## config.mk

```make
export PLATFORM = sky130hd
export DESIGN_NAME = phft_ram
export DESIGN_NICKNAME = d
export VERILOG_FILES = /design/src/design/phft_ram.sv
export SDC_FILE = /design/constraint.sdc
export NUM_CORES = 2
export LEC_CHECK = 0
export BUFFER_PORTS_ARGS = -buffer_cell sky130_fd_sc_hd__buf_2
export CORE_MARGIN = 5
export CORE_UTILIZATION = 39
export CTS_CLUSTER_SIZE = 40
export DETAILED_ROUTE_END_ITERATION = 8
export GPL_TIMING_DRIVEN = 0
export MAX_ROUTING_LAYER = met4
export PLACE_DENSITY = 0.63
export SETUP_SLACK_MARGIN = 0.05
export SYNTH_ARGS = -nofsm -noshare
export SYNTH_HDL_FRONTEND = slang
export SYNTH_SLANG_ARGS = --single-unit
```

## constraint.sdc

```tcl
create_clock -name clk -period 2.94 [get_ports clk]
set_input_delay 0.294 -clock clk [delete_from_list [all_inputs] [get_ports clk]]
set_output_delay 0.294 -clock clk [all_outputs]
set_load 0.03 [all_outputs]
```

## src/design/phft_ram.sv

```systemverilog
`timescale 1ns / 1ps
`default_nettype none
// ----------------------------------------------------------------------------
// Generic RAM
// One write port, one read port with enable and registered read data.
// ----------------------------------------------------------------------------
module phft_ram #(
  parameter int WIDTH = 8,
  parameter int DEPTH = 256,
  localparam int AW   = (DEPTH > 1) ? $clog2(DEPTH) : 1
) (
  input  wire logic             clk,
  input  wire logic             we,
  input  wire logic [AW-1:0]    waddr,
  input  wire logic [WIDTH-1:0] wdata,
  input  wire logic             re,
  input  wire logic [AW-1:0]    raddr,
  output logic      [WIDTH-1:0] rdata
);

  logic [WIDTH-1:0] mem [DEPTH];

  always_ff @(posedge clk) begin
    if (we) begin
      mem[waddr] <= wdata;
    end
    if (re) begin
      rdata <= mem[raddr];
    end
  end

endmodule
`default_nettype wire

```

Yosys cells after proc, flatten, opt, wreduce, memory -nomap -nowiden

Memory sizes are Yosys's and may differ from the RTL's. A register that Yosys moved wholly into a read port is not among the register bits.
Cells that the tools add are included.

Bits of input ports: 27
Memories: 1
RAM bits: 2048
Output and inout bits: 8
Register bits: 0
Logic and storage cells: 3

Memories:

| name | words | bits a word | read ports | clocked after Yosys merged registers in | wr ports | RTL line | RTL |
|---|---|---|---|---|---|---|---|
| mem  | 256   | 8           | 1          | 1                                       | 1        | 21       | `logic [WIDTH-1:0] mem [DEPTH];` |

Multiplexer cells: 2

Operators by type and width:

| kind             | number |
|---|---|
| 2-to-1 mux 1 bit | 2 |

Logic depth before layout (Yosys ltp)

Depth in word-level cells: 2
Gate-level depth with buffers: 11
Gate-level depth less buffers: 6

Worst setup path after synthesis

No wires, ideal clock.

Kind: input to register
Start point: input raddr[0]
End point: register rdata[2] (read register of mem), data pin
Path buffers: 4
Stages: 9
Arrival time: 2101 ps
Data required time: 2671 ps
Setup time: 269 ps
Path slack: 570 ps
Cells stage by stage: buf_6 > buf_12 > buf_8 > buf_2 > mux4_2 > a22oi_1 > a21oi_1 > nor4_1 > nor4_2

RTL lines:

| element     | RTL line | RTL |
|---|---|---|
| from (decl) | 17       | `input wire logic [AW-1:0] raddr,` |
| to (decl)   | 18       | `output logic [WIDTH-1:0] rdata` |

Final worst setup path

Start point: input waddr[1]
End point: memory mem[142][0] (enable)

RTL lines:

| element     | RTL line | RTL |
|---|---|---|
| from (decl) | 14       | `input wire logic [AW-1:0] waddr,` |
| to (decl)   | 21       |  |

No word-level cell before the write port.

==> impl_metrics.json <==
{
  "fin_crit_sh_pct": 106,
  "cts-htree-levels": 4,
  "fp.dieH_um": 462,
  "num_vias": 41433,
  "ctsLongestPathBuffers": 3,
  "clock_latency_ns": 0.85,
  "r2r_start": "mem[82][5]$_DFFE_PP_",
  "vdd_drop_max_mv": 0.509,
  "path_class": "in -> reg",
  "start_util_pct": 39.3,
  "async_flop_share_pct": 0,
  "grt_first_pass_wirelength_um": 329000,
  "power_density_mw_per_mm2": 673,
  "die_width_um": 462,
  "fmax_ghz": 0.320,
  "grt_max_degree": 153,
  "netlist_area_sq_mm": 0.0796,
  "fp.dieArea_sq_mm": 0.213,
  "netlist_instances": 3733,
  "placedCellCount": 6443,
  "cap_violations": 0,
  "ys_warn_count": 0,
  "ys_seq_area_share_pct": 77.5,
  "finalHoldViolCount": 0,
  "grt_util_met1_pct": 30.3,
  "antenna_found_initial": 18,
  "clk_pin_slew_ns": 0.06,
  "worst_pin_slew_ns": 1.29,
  "violations": "setup timing",
  "core_sq_mm": 0.203,
  "synthDistinctLibCells": 54,
  "root_buffer": "clkbuf_16",
  "pin_count": 35,
  "place_area_sq_mm": 0.0835,
  "viasPerCell": 6.06,
  "leakagePower_nw": 27.6,
  "groute.layer.met3.usage_pct": 6.23,
  "synth_seq_cells": 2056,
  "relSlewSlack_pct": 13.5,
  "hp-start": "wdata[1]",
  "synth-edff-count": 2056,
  "finalSetupViolCount": 158,
  "use_met2_pct": 33.9,
  "finClkSkew_ns": 0.0555,
  "ant_nets": 0,
  "min_period_ns": 3.13,
  "rows": 165,
  "place_worst_setup_slack_ns": -2.85,
  "rsz0062_at_grt": "yes",
  "syn_nets": 3760,
  "grt_busiest_layer": "met2",
  "start_kind": "primary input",
  "grt_pass1_vias": 40229,
  "ys.flop_type": "edfxtp_1",
  "grtUsageTotal_pct": 23.0,
  "cts_sinks": 2056,
  "cts_tree": "done",
  "fin_hold_ws_ns": 0.00994,
  "io_buffers": 27,
  "most-common-layout-cells": "edfxtp_1 (2056), mux4_2 (454), nor2_1 (274), clkbuf_16 (203), mux2i_1 (134)",
  "final_max_slew_viol_count": 0,
  "critPathLaunch": "waddr[1]",
  "critPathCaptureType": "register",
  "drt_wl_total_um": 240000,
  "overflow": 0,
  "worst_slack_ns": -0.186,
  "hpwlAfterDp_um": 159000,
  "dr.pass1.iters": 9,
  "required_ns": 3.40,
  "arrival_ns": 3.59,
  "drive_above_1_share_pct": 24.2,
  "place_congestion": 0.967,
  "outcome": "complete, but fails checks",
  "route.detailed.drc": 0,
  "layout.cells.non_filler": 6836,
  "finalNetCount": 4012,
  "crit_fanout": 11,
  "hp-class": "in -> reg",
  "final_common_cell": "edfxtp_1",
  "fin_area_sq_mm": 0.0905,
  "fill_cells": 16998,
  "numCtsBuffers": 203,
  "drt-wirelength-per-cell_um": 35.2,
  "area_delta_synth_final_pct": 13.6,
  "drt_iter0_markers": 6802,
  "syn_area_per_cell_sq_um": 21.3
}
-- synthesized netlist by cell type, drive strengths merged (2+ instances only) --
cell type     n  area share, %
edfxtp     2056             78
mux4        456             13
nor2        282            1.3
mux2i       134            1.7
a22oi       133            1.3
buf         122            1.3
clkbuf      111           0.52
a21oi        96           0.60
o221ai       47           0.52
nand3        34           0.21
nand2        33           0.16
nor2b        31           0.24
o22ai        28           0.22
nor4         27           0.24
nor3         22           0.14
a211oi       16           0.15
a221oi       14           0.16
o21ai        12          0.075
nand4        10          0.079
o211ai       10          0.094
a22o          8          0.088
nand2b        8          0.063
and2          6          0.047
a2111oi       5          0.066
o22a          5          0.055
o32ai         5          0.064
or2           4          0.031
a311oi        2          0.022
a31oi         2          0.016
and3b         2          0.022
nand3b        2          0.019
-- final timing paths --
| path | end | slack, ns | depth (start not counted) |
|---|---|---|---|
| worst min-delay path | mem[150][1]$_DFFE_PP_ | 0.01 | 1 |
| worst max-delay path | mem[142][0]$_DFFE_PP_ | -0.19 | 6 |
| worst min register to register | rdata[5]$_DFFE_PP_ | 1.10 | 6 |
| worst max register to register | rdata[5]$_DFFE_PP_ | 0.10 | 6 |
-- metal layers --
| metal | wire (um) | vias up |
|---|---|---|
| li1 | - | 16222 |
| met1 | 90200 | 21945 |
| met2 | 110000 | 2766 |
| met3 | 28200 | 500 |
| met4 | 12200 | 0 |
| met5 | 0 | - |
-- logic make-up after synthesis --
| kind of cell | count (synthesis) | share of synthesized area (%) |
|---|---|---|
| AO/OA/AOI/OAI | 385 | 3.42 |
| buffers and inverters | 235 | 1.83 |
| flip-flops | 2056 | 77.5 |
| multiplexers | 591 | 14.6 |
| AND/OR/NAND/NOR | 466 | 2.63 |
-- flip-flops by register name (all words and copies together) (netlist names) --
signal,flops
rdata,8
mem,2048
-- power breakdown --
part	total (mW)	leakage (nW)	internal, mW	switching, mW
combinational	3.55	6.09	1.08	2.47
sequential	32.4	18.5	32.3	0.0289
clock	24.9	3.07	13.7	11.2
-- area by class of cell --
class | count | area, sq um | area share [%]
Antenna cell | 13 | 32.5 | 0.0360
Multi-Input combinational cell | 1442 | 16800 | 18.6
Timing Repair Buffer | 48 | 568 | 0.628
Clock inverter | 112 | 1050 | 1.16
Inverter | 2 | 7.51 | 0.00830
Sequential cell | 2056 | 61700 | 68.2
Buffer | 232 | 1620 | 1.79
Tap cell | 2672 | 3340 | 3.70
Clock buffer | 259 | 5290 | 5.85
-- through the flow --
stage	power (mW)	utilization (%)	setup TNS [ns]
2_1_floorplan	34.6	-	0
3_3_place_gp	36.4	41.0	-4087.36
3_5_place_dp	36.4	41.2	-573.19
4_1_cts	60.9	44.6	0
5_1_grt	62.4	44.6	-0.150
6_report	60.8	44.6	-10.04
-- worst max-delay path: stages --
cell and delay (ns):
clkbuf_1 0.37, nor2b_1 0.19, clkbuf_1 0.49, nand4_1 0.49, clkbuf_2 0.72, nor2_1 1.00
-- repair_timing --
action                                  CTS  global route
resized for setup                       129            37
hold buffers                              7             0
setup buffers                             3             0
endpoints found under the hold margin   185             0
endpoints found under the setup margin    8            67
pin swaps                                 1             0
cloned                                    0             0
No activity file was read; power rests on OpenSTA's default activity.
