--- config.mk ---
export PLATFORM = sky130hd
export DESIGN_NAME = phft_update
export DESIGN_NICKNAME = d
export VERILOG_FILES = /design/src/design/phft_pkg.sv /design/src/design/phft_update.sv
export SDC_FILE = /design/constraint.sdc
export NUM_CORES = 2
export LEC_CHECK = 0
export CORE_AREA = 4 4 355 270
export DETAILED_ROUTE_END_ITERATION = 12
export DIE_AREA = 0 0 359 274
export DONT_BUFFER_PORTS = 1
export PLACE_DENSITY = 0.61
export SETUP_SLACK_MARGIN = 0.5
export SLEW_MARGIN = 15
export SYNTH_ARGS = -nofsm -noshare
export SYNTH_HDL_FRONTEND = slang
export SYNTH_SLANG_ARGS = --single-unit
--- constraint.sdc ---
create_clock -name vclk -period 33.7
set_input_delay 3.37 -clock vclk [all_inputs]
set_output_delay 3.37 -clock vclk [all_outputs]
set_load 0.02 [all_outputs]
--- src/design/phft_pkg.sv ---
`timescale 1ns / 1ps
`default_nettype none
// ----------------------------------------------------------------------------
// Peak hold / fall tracker package
// Shared types, Q16 constants and saturation helpers for the peak hold block.
// ----------------------------------------------------------------------------
package phft_pkg;

  localparam int FRAC_BITS      = 16;
  localparam int BAND_COUNT_DEF = 256;
  localparam int BAND_W         = 8;
  localparam int LEVEL_W        = 17;
  localparam int PEAK_W         = 19;
  localparam int HOLD_W         = 27;
  localparam int FALL_W         = 24;
  localparam int HFRAMES_W      = 26;
  localparam int RECIP_W        = 17;
  localparam int CFG_INDEX_W    = 2;
  localparam int CFG_DATA_W     = 26;
  localparam int IN_TDATA_W     = 48;
  localparam int OUT_TDATA_W    = 40;

  localparam int Q_ONE   = 1 << FRAC_BITS;
  localparam int Q_HALF  = 1 << (FRAC_BITS - 1);
  localparam int Q_TENTH = (Q_ONE + 5) / 10;

  localparam int PEAK_MIN = -(1 << (PEAK_W - 1));
  localparam int PEAK_MAX = (1 << (PEAK_W - 1)) - 1;
  localparam int HOLD_MIN = -(1 << (HOLD_W - 1));
  localparam int HOLD_MAX = (1 << (HOLD_W - 1)) - 1;

  typedef enum logic [2:0] {
    MODE_NONE      = 3'd0,
    MODE_CLASSIC   = 3'd1,
    MODE_GRAVITY   = 3'd2,
    MODE_FADE      = 3'd3,
    MODE_RISE      = 3'd4,
    MODE_RISE_FADE = 3'd5
  } peak_mode_t;

  typedef enum logic [CFG_INDEX_W-1:0] {
    REG_PEAK_MODE     = 2'd0,
    REG_HOLD_FRAMES   = 2'd1,
    REG_HOLD_RECIP    = 2'd2,
    REG_METER_VARIANT = 2'd3
  } cfg_reg_t;

  typedef struct packed {
    logic [2:0]           peak_mode;
    logic [HFRAMES_W-1:0] hold_frames;
    logic [RECIP_W-1:0]   hold_reciprocal;
    logic                 meter_variant;
  } cfg_t;

  typedef struct packed {
    logic signed [PEAK_W-1:0] peak;
    logic signed [HOLD_W-1:0] hold;
    logic [FALL_W-1:0]        fall;
    logic signed [PEAK_W-1:0] opac;
  } band_state_t;

  function automatic logic signed [PEAK_W-1:0] sat_peak(input logic signed [31:0] x);
    logic signed [PEAK_W-1:0] r;
    if (x < 32'sd0 + PEAK_MIN) begin
      r = PEAK_W'(PEAK_MIN);
    end else if (x > 32'sd0 + PEAK_MAX) begin
      r = PEAK_W'(PEAK_MAX);
    end else begin
      r = x[PEAK_W-1:0];
    end
    return r;
  endfunction

  function automatic logic signed [HOLD_W-1:0] sat_hold(input logic signed [31:0] x);
    logic signed [HOLD_W-1:0] r;
    if (x < 32'sd0 + HOLD_MIN) begin
      r = HOLD_W'(HOLD_MIN);
    end else if (x > 32'sd0 + HOLD_MAX) begin
      r = HOLD_W'(HOLD_MAX);
    end else begin
      r = x[HOLD_W-1:0];
    end
    return r;
  endfunction

endpackage
`default_nettype wire

--- src/design/phft_update.sv ---
`timescale 1ns / 1ps
`default_nettype none
// ----------------------------------------------------------------------------
// Band state update
// Capture, hold countdown, mode dependent fall and clamp for one band entry.
// ----------------------------------------------------------------------------
module phft_update import phft_pkg::*; (
  input  wire cfg_t               cfg,
  input  wire band_state_t        st,
  input  wire logic [LEVEL_W-1:0] level,
  input  wire logic [LEVEL_W-1:0] fall_step,
  output band_state_t             st_next
);

  logic                     rise;
  logic                     capture;
  logic signed [31:0]       level_s;
  logic signed [31:0]       peak_s;
  logic signed [31:0]       opac_s;
  logic signed [31:0]       hold_s;
  logic [PEAK_W-1:0]        rise_diff;
  logic [PEAK_W+HFRAMES_W-1:0] rise_prod;
  logic [RECIP_W-1:0]       part;
  logic [2*RECIP_W-1:0]     creep_prod;
  logic signed [HOLD_W-1:0] hold_dec;
  logic signed [HOLD_W-1:0] hf_s;
  logic [FALL_W:0]          tenth_sum;
  logic [FALL_W:0]          acc_sum;
  logic [FALL_W-1:0]        fall_classic;
  logic [FALL_W-1:0]        fall_acc;
  logic [FALL_W-1:0]        fall_rise;
  logic [FALL_W-1:0]        fall_sel;
  logic signed [PEAK_W-1:0] peak_dropped;
  logic signed [PEAK_W-1:0] opac_dropped;
  logic signed [PEAK_W-1:0] peak_w;

  always_comb begin
    rise      = (cfg.peak_mode == MODE_RISE) || (cfg.peak_mode == MODE_RISE_FADE);
    level_s   = $signed({15'b0, level});
    peak_s    = 32'(st.peak);
    opac_s    = 32'(st.opac);
    hold_s    = 32'(st.hold);
    hf_s      = $signed({1'b0, cfg.hold_frames});
    capture   = level_s >= peak_s;

    // rise in level scaled by the hold length
    rise_diff = PEAK_W'(level_s - peak_s);
    rise_prod = rise_diff * cfg.hold_frames;

    // upward creep during the hold, by the spent fraction
    part       = (st.hold < HOLD_W'(Q_ONE)) ? st.hold[RECIP_W-1:0] : RECIP_W'(Q_ONE);
    creep_prod = part * cfg.hold_reciprocal;
    hold_dec   = st.hold - HOLD_W'(Q_ONE);

    tenth_sum    = (FALL_W+1)'(st.fall) + (FALL_W+1)'(Q_TENTH);
    if (cfg.meter_variant) begin
      fall_classic = FALL_W'(fall_step);
    end else if (tenth_sum > (FALL_W+1)'(fall_step)) begin
      fall_classic = FALL_W'(fall_step);
    end else begin
      fall_classic = tenth_sum[FALL_W-1:0];
    end
    acc_sum   = (FALL_W+1)'(st.fall) + (FALL_W+1)'(fall_step);
    fall_acc  = acc_sum[FALL_W] ? {FALL_W{1'b1}} : acc_sum[FALL_W-1:0];
    fall_rise = (st.peak < PEAK_W'(Q_HALF)) ? FALL_W'({fall_step, 1'b0})
                                            : FALL_W'(fall_step);

    case (cfg.peak_mode)
      MODE_CLASSIC:              fall_sel = fall_classic;
      MODE_GRAVITY, MODE_FADE:   fall_sel = fall_acc;
      MODE_RISE, MODE_RISE_FADE: fall_sel = fall_rise;
      default:                   fall_sel = st.fall;
    endcase
    peak_dropped = sat_peak(peak_s - $signed({8'b0, fall_sel}));
    opac_dropped = sat_peak(opac_s - $signed({8'b0, fall_sel}));

    st_next = st;
    peak_w  = st.peak;
    if (capture) begin
      if (rise) begin
        st_next.hold = sat_hold(hold_s +
                                $signed({3'b0, rise_prod[PEAK_W+HFRAMES_W-1:FRAC_BITS]}));
      end else begin
        st_next.hold = hf_s;
      end
      st_next.peak = PEAK_W'(level_s);
      st_next.fall = '0;
      st_next.opac = PEAK_W'(Q_ONE);
    end else begin
      if (st.hold > 0) begin
        if (rise) begin
          peak_w = sat_peak(peak_s +
                            $signed({14'b0, creep_prod[2*RECIP_W-1:FRAC_BITS]}));
        end
        st_next.hold = (rise && (hold_dec > hf_s)) ? hf_s : hold_dec;
      end else begin
        case (cfg.peak_mode)
          MODE_CLASSIC, MODE_GRAVITY, MODE_RISE: begin
            st_next.fall = fall_sel;
            peak_w       = peak_dropped;
          end
          MODE_FADE: begin
            st_next.fall = fall_sel;
            st_next.opac = opac_dropped;
            if (opac_dropped <= 0) peak_w = PEAK_W'(level_s);
          end
          MODE_RISE_FADE: begin
            st_next.fall = fall_sel;
            st_next.opac = opac_dropped;
            peak_w       = (opac_dropped <= 0) ? PEAK_W'(level_s) : peak_dropped;
          end
          default: begin
            peak_w = st.peak;
          end
        endcase
      end
      // spectrum rules: keep the peak between the level and full scale
      if (!cfg.meter_variant) begin
        if (32'(peak_w) < level_s) begin
          peak_w = PEAK_W'(level_s);
        end else if (peak_w > PEAK_W'(Q_ONE)) begin
          peak_w = PEAK_W'(Q_ONE);
        end
      end
      st_next.peak = peak_w;
    end
  end

endmodule
`default_nettype wire

Word-level counts from Yosys, hierarchy flattened
Index checks and enable logic that the tools add are counted.
Storage, ports and cells
  output and inout port bits: 89
  register bits after elaboration: 0
  bits of input ports: 170
Operators by class
  magnitude comparators: 17
  $mul: 2
  reductions and logical operators: 7
  equality and inequality tests: 5
  multiplexer cells: 30
  add/subtract/negate cells: 8
Operators with widths (number)
  19-bit two-way mux: 15
  27-bit two-way mux: 5
  24-bit two-way mux: 4
  89-bit two-way mux: 1
  24-bit case mux with 3 select lines: 1
  19-bit case mux with 3 select lines: 1
  26-bit by 19-bit greater-than comparator with 1-bit output (second input constant): 2
  26-bit by 19-bit less-than comparator with 1-bit output (second input constant): 2
  19-bit by 25-bit subtractor with 26-bit output: 2
  19-bit by 26-bit multiplier with 45-bit output: 1
  43-bit two-way mux: 1
  17-bit by 17-bit multiplier with 34-bit output: 1
  27-bit by 30-bit adder with 31-bit output: 1
  31-bit by 27-bit greater-than comparator with 1-bit output (second input constant): 1
  31-bit by 27-bit less-than comparator with 1-bit output (second input constant): 1
  27-bit by 1-bit greater-than comparator with 1-bit output (second input constant): 1
  27-bit greater-than comparator: 1
  27-bit by 18-bit less-than comparator with 1-bit output (second input constant): 1
  27-bit by 18-bit subtractor with 27-bit output (second input constant): 1
  24-bit by 13-bit adder with 25-bit output (second input constant): 1
  24-bit by 17-bit adder with 25-bit output: 1
  25-bit by 17-bit greater-than comparator with 1-bit output: 1
  19-bit by 19-bit adder with 20-bit output: 1
  20-bit by 19-bit greater-than comparator with 1-bit output (second input constant): 1
  17 further kinds: 21

Depth between registers and ports, before layout
  depth after elaboration: 19
  gate-level depth with buffers: 59
  mapped depth without buffers: 55

Worst setup path before layout
No wires, ideal clock.
  kind: input-to-output
  start point: in st[61] (netlist name)
  end point: out st_next[86] (netlist name)
  stages on the path: 55
  arrival: 15.186 ns
  slack: 15.144 ns
  data required time: 30.330 ns
  cell sequence: nor3_1 -> nand2_1 -> nor3_1 -> nand2b_1 -> nor3_1 -> nor2_1 -> clkbuf_1 -> nor2b_1 -> clkbuf_1 -> nand2_1 -> fa_1 -> inv_1 -> fa_1 -> inv_1 -> fa_1 -> inv_1 -> fa_1 -> fa_1 -> (+19 left out) -> o21bai_1 -> nand4bb_1 -> and2_1 -> clkbuf_8 -> o31a_2 -> a221o_1 -> a21oi_2 -> inv_2 -> ha_1 -> nand4_1 -> nor4_1 -> nand3_1 -> nor2_1 -> o31ai_2 -> a31oi_1 -> o21ai_4 -> buf_6 -> a32oi_1
RTL lines
  start: declaration: line phft_update.sv:9  | input wire band_state_t st,
  end: declaration: line phft_update.sv:12  | output band_state_t st_next

==> metrics.txt <==
status completed; pin slew with the least headroom to its limit 1.204 ns; initial core utilization 39.72%; sequential fraction of the synthesis area 0%; FMAX 0.04762 GHz; worst hold path class primary input to output port; Critical Path Sink st_next[57]; max_cap viols 0; RSZ-0062 raised after global routing no; gr ovfl total 0; Final TNS setup 0 ns; post-synthesis cell type count 102; Core Rows 97; # Post-CTS Setup Buffers 0; count of final setup violators 0; DRT Wirelength 131500 um; first-pass iteration count of the detailed router 6; Synthesized Nets 5900; first-pass GRT wire length 202500 um; CP Launch Type primary input; Port Buf Inserts 0; die area 98370 sq um; Worst EP required 30.33 ns; crit path max fanout 26; antenna-violating nets left 0; CTS resizes 0; clkbuf count 0; fin crit period 21.00 ns; hold buffer count at CTS 0; vias 32649; DRC Markers 0; Synth top area share 34.55%; overall die height 274 um; Worst EP arrival 17.63 ns; largest area contributor in the netlist fa_1; Max-Slew Margin vs Limit 19.20%; drt via density 5.677; Core Area 92480 sq um; Final Max Slew Viols 0; boundary pin count 259; CP max stage delay 0.86 ns; Mapped Area 36730 sq um; P&R area growth vs syn 3.471%; critical path class primary input to output port; Starting DRT DRC Count 3051; seq_cells 0; vias in the first global route 32541; share of cells above drive strength 1 3.436%; initial antenna violation count 5; Slowest cell on crit path o21ai_0; Setup crit start level[0]; register area 0 sq um; yosys warns 0; top cells by area, synth fa_1 (35%), ha_1 (15%), inv_1 (8.7%), nand2_1 (6.7%), and2_1 (4.2%); largest net degree at the start of global routing 38; Fin. Hold Viols 0; CP Capture Type output port; syn_area_per_cell 7.866 sq um; gpl congestion 1.006; Mapped Cells 4670; WL per Instance 22.87 um; width of the chip 359 um; Final Cycle Share 62.32%; crit-path most repeated cell a21oi_1; DP HPWL 107100 um; Total GRT Usage 26.41%; Final #Nets 5743
==> Yosys cell counts (all sizes together), types with 12 or more instances <==
library cell  number
nand2b            39
or2               13
o21ai            168
nand4             29
and3              27
nor2b             52
a31oi             36
clkbuf           204
o21bai            14
or3               13
xor2              43
o21a              65
ha               426
nor3              71
a21oi            206
xnor2            107
a211oi            33
a32o              16
fa               634
inv              850
o31a              16
o31ai             15
o211ai            32
nor2             230
nand3             72
buf               13
nor4              20
a21boi            12
mux2i             38
nand2            652
and2             250
a22oi             25
a21o              77
o221ai            17
==> worst max-delay path: cells and delay by family <==
kind,cells,cell delay (ns)
AOI/OAI and AO/OA,27,7.37
adders and majority gates,10,4.39
and+or+nand+nor,7,1.29
buffers and inverters,5,0.90
xor gates and xnor gates,2,0.27
==> worst min path at each step <==
| stage | startpoint | slack [ns] | cells after the start | end |
|---|---|---|---|---|
| after floorplan | cfg[0] | 6.89 | 2 | st_next[87] |
| after global placement | st[7] | 6.92 | 2 | st_next[7] |
| after detailed placement | st[3] | 6.92 | 2 | st_next[3] |
| after CTS | st[3] | 6.92 | 2 | st_next[3] |
| after global routing | st[8] | 6.93 | 2 | st_next[8] |
| final | st[8] | 6.92 | 2 | st_next[8] |
==> stage by stage <==
| stage | setup slack, ns | util [%] | hold WS [ns] | cells | cell area [sq um] |
|---|---|---|---|---|---|
| 6_report | 12.70 | 41.10 | 6.921 | 5751 | 38010 |
| 5_1_grt | 11.74 | 41.09 | 6.930 | 5748 | 38000 |
| 4_1_cts | 12.76 | 41.09 | 6.923 | 5748 | 38000 |
| 3_5_place_dp | 12.77 | 41.09 | 6.923 | 5748 | 38000 |
| 3_3_place_gp | 12.88 | 41.09 | 6.920 | 5748 | 38000 |
| 2_1_floorplan | 15.14 | - | 6.886 | 4670 | 36730 |
==> layout make-up <==
cell class,instances,area [sq um]
Timing Repair Buffer,59,442.9
Tap cell,1237,1548
Inverter,851,3194
Multi-Input combinational cell,3601,32820
Fill cell,9551,54470
Antenna cell,3,7.507
==> cell usage in the layout (no fill, tap or decap), types with 10 or more instances in the layout <==
cell	count
buf_4	59
fa_1	633
o21a_1	63
nand2b_1	38
mux2i_1	37
o211ai_1	32
xnor2_1	96
o221ai_1	17
xnor2_2	11
a21boi_0	10
or2_2	11
nor4_1	20
inv_1	849
o21bai_1	13
o21ai_0	152
a211oi_1	30
o31ai_1	13
xor2_1	39
a21o_1	75
o21ai_1	13
or3_1	13
o31a_1	11
ha_1	426
and2_1	249
and3_1	27
nand4_1	28
a31oi_1	33
nand2_1	651
a211o_1	11
nor2_1	226
o22ai_1	11
a21oi_1	204
nand3_1	72
nor2b_1	48
a22oi_1	24
nor3_1	69
a32o_1	10
==> routing by layer <==
layer	wire length (um)	up-vias	global-route usage, %
met5	61	-	0
met4	2269	6	3.488
met3	16880	156	9.144
met2	55120	1541	40.13
met1	57210	16164	37.18
li1	-	14782	-
==> logic make-up (layout without fill, tap and decap cells) <==
logic type | count (synthesis) | in the layout | synth area share (%)
multiplexers | 41 | 41 | 1.127
adder cells (fa/ha/maj) | 1060 | 1060 | 49.06
AND/OR/NAND/NOR | 1497 | 1497 | 19.30
XOR/XNOR | 150 | 150 | 3.576
other | 0 | 3 | 0
AO/OA/AOI/OAI | 853 | 853 | 15.75
buffers and inverters | 1069 | 910 | 11.18
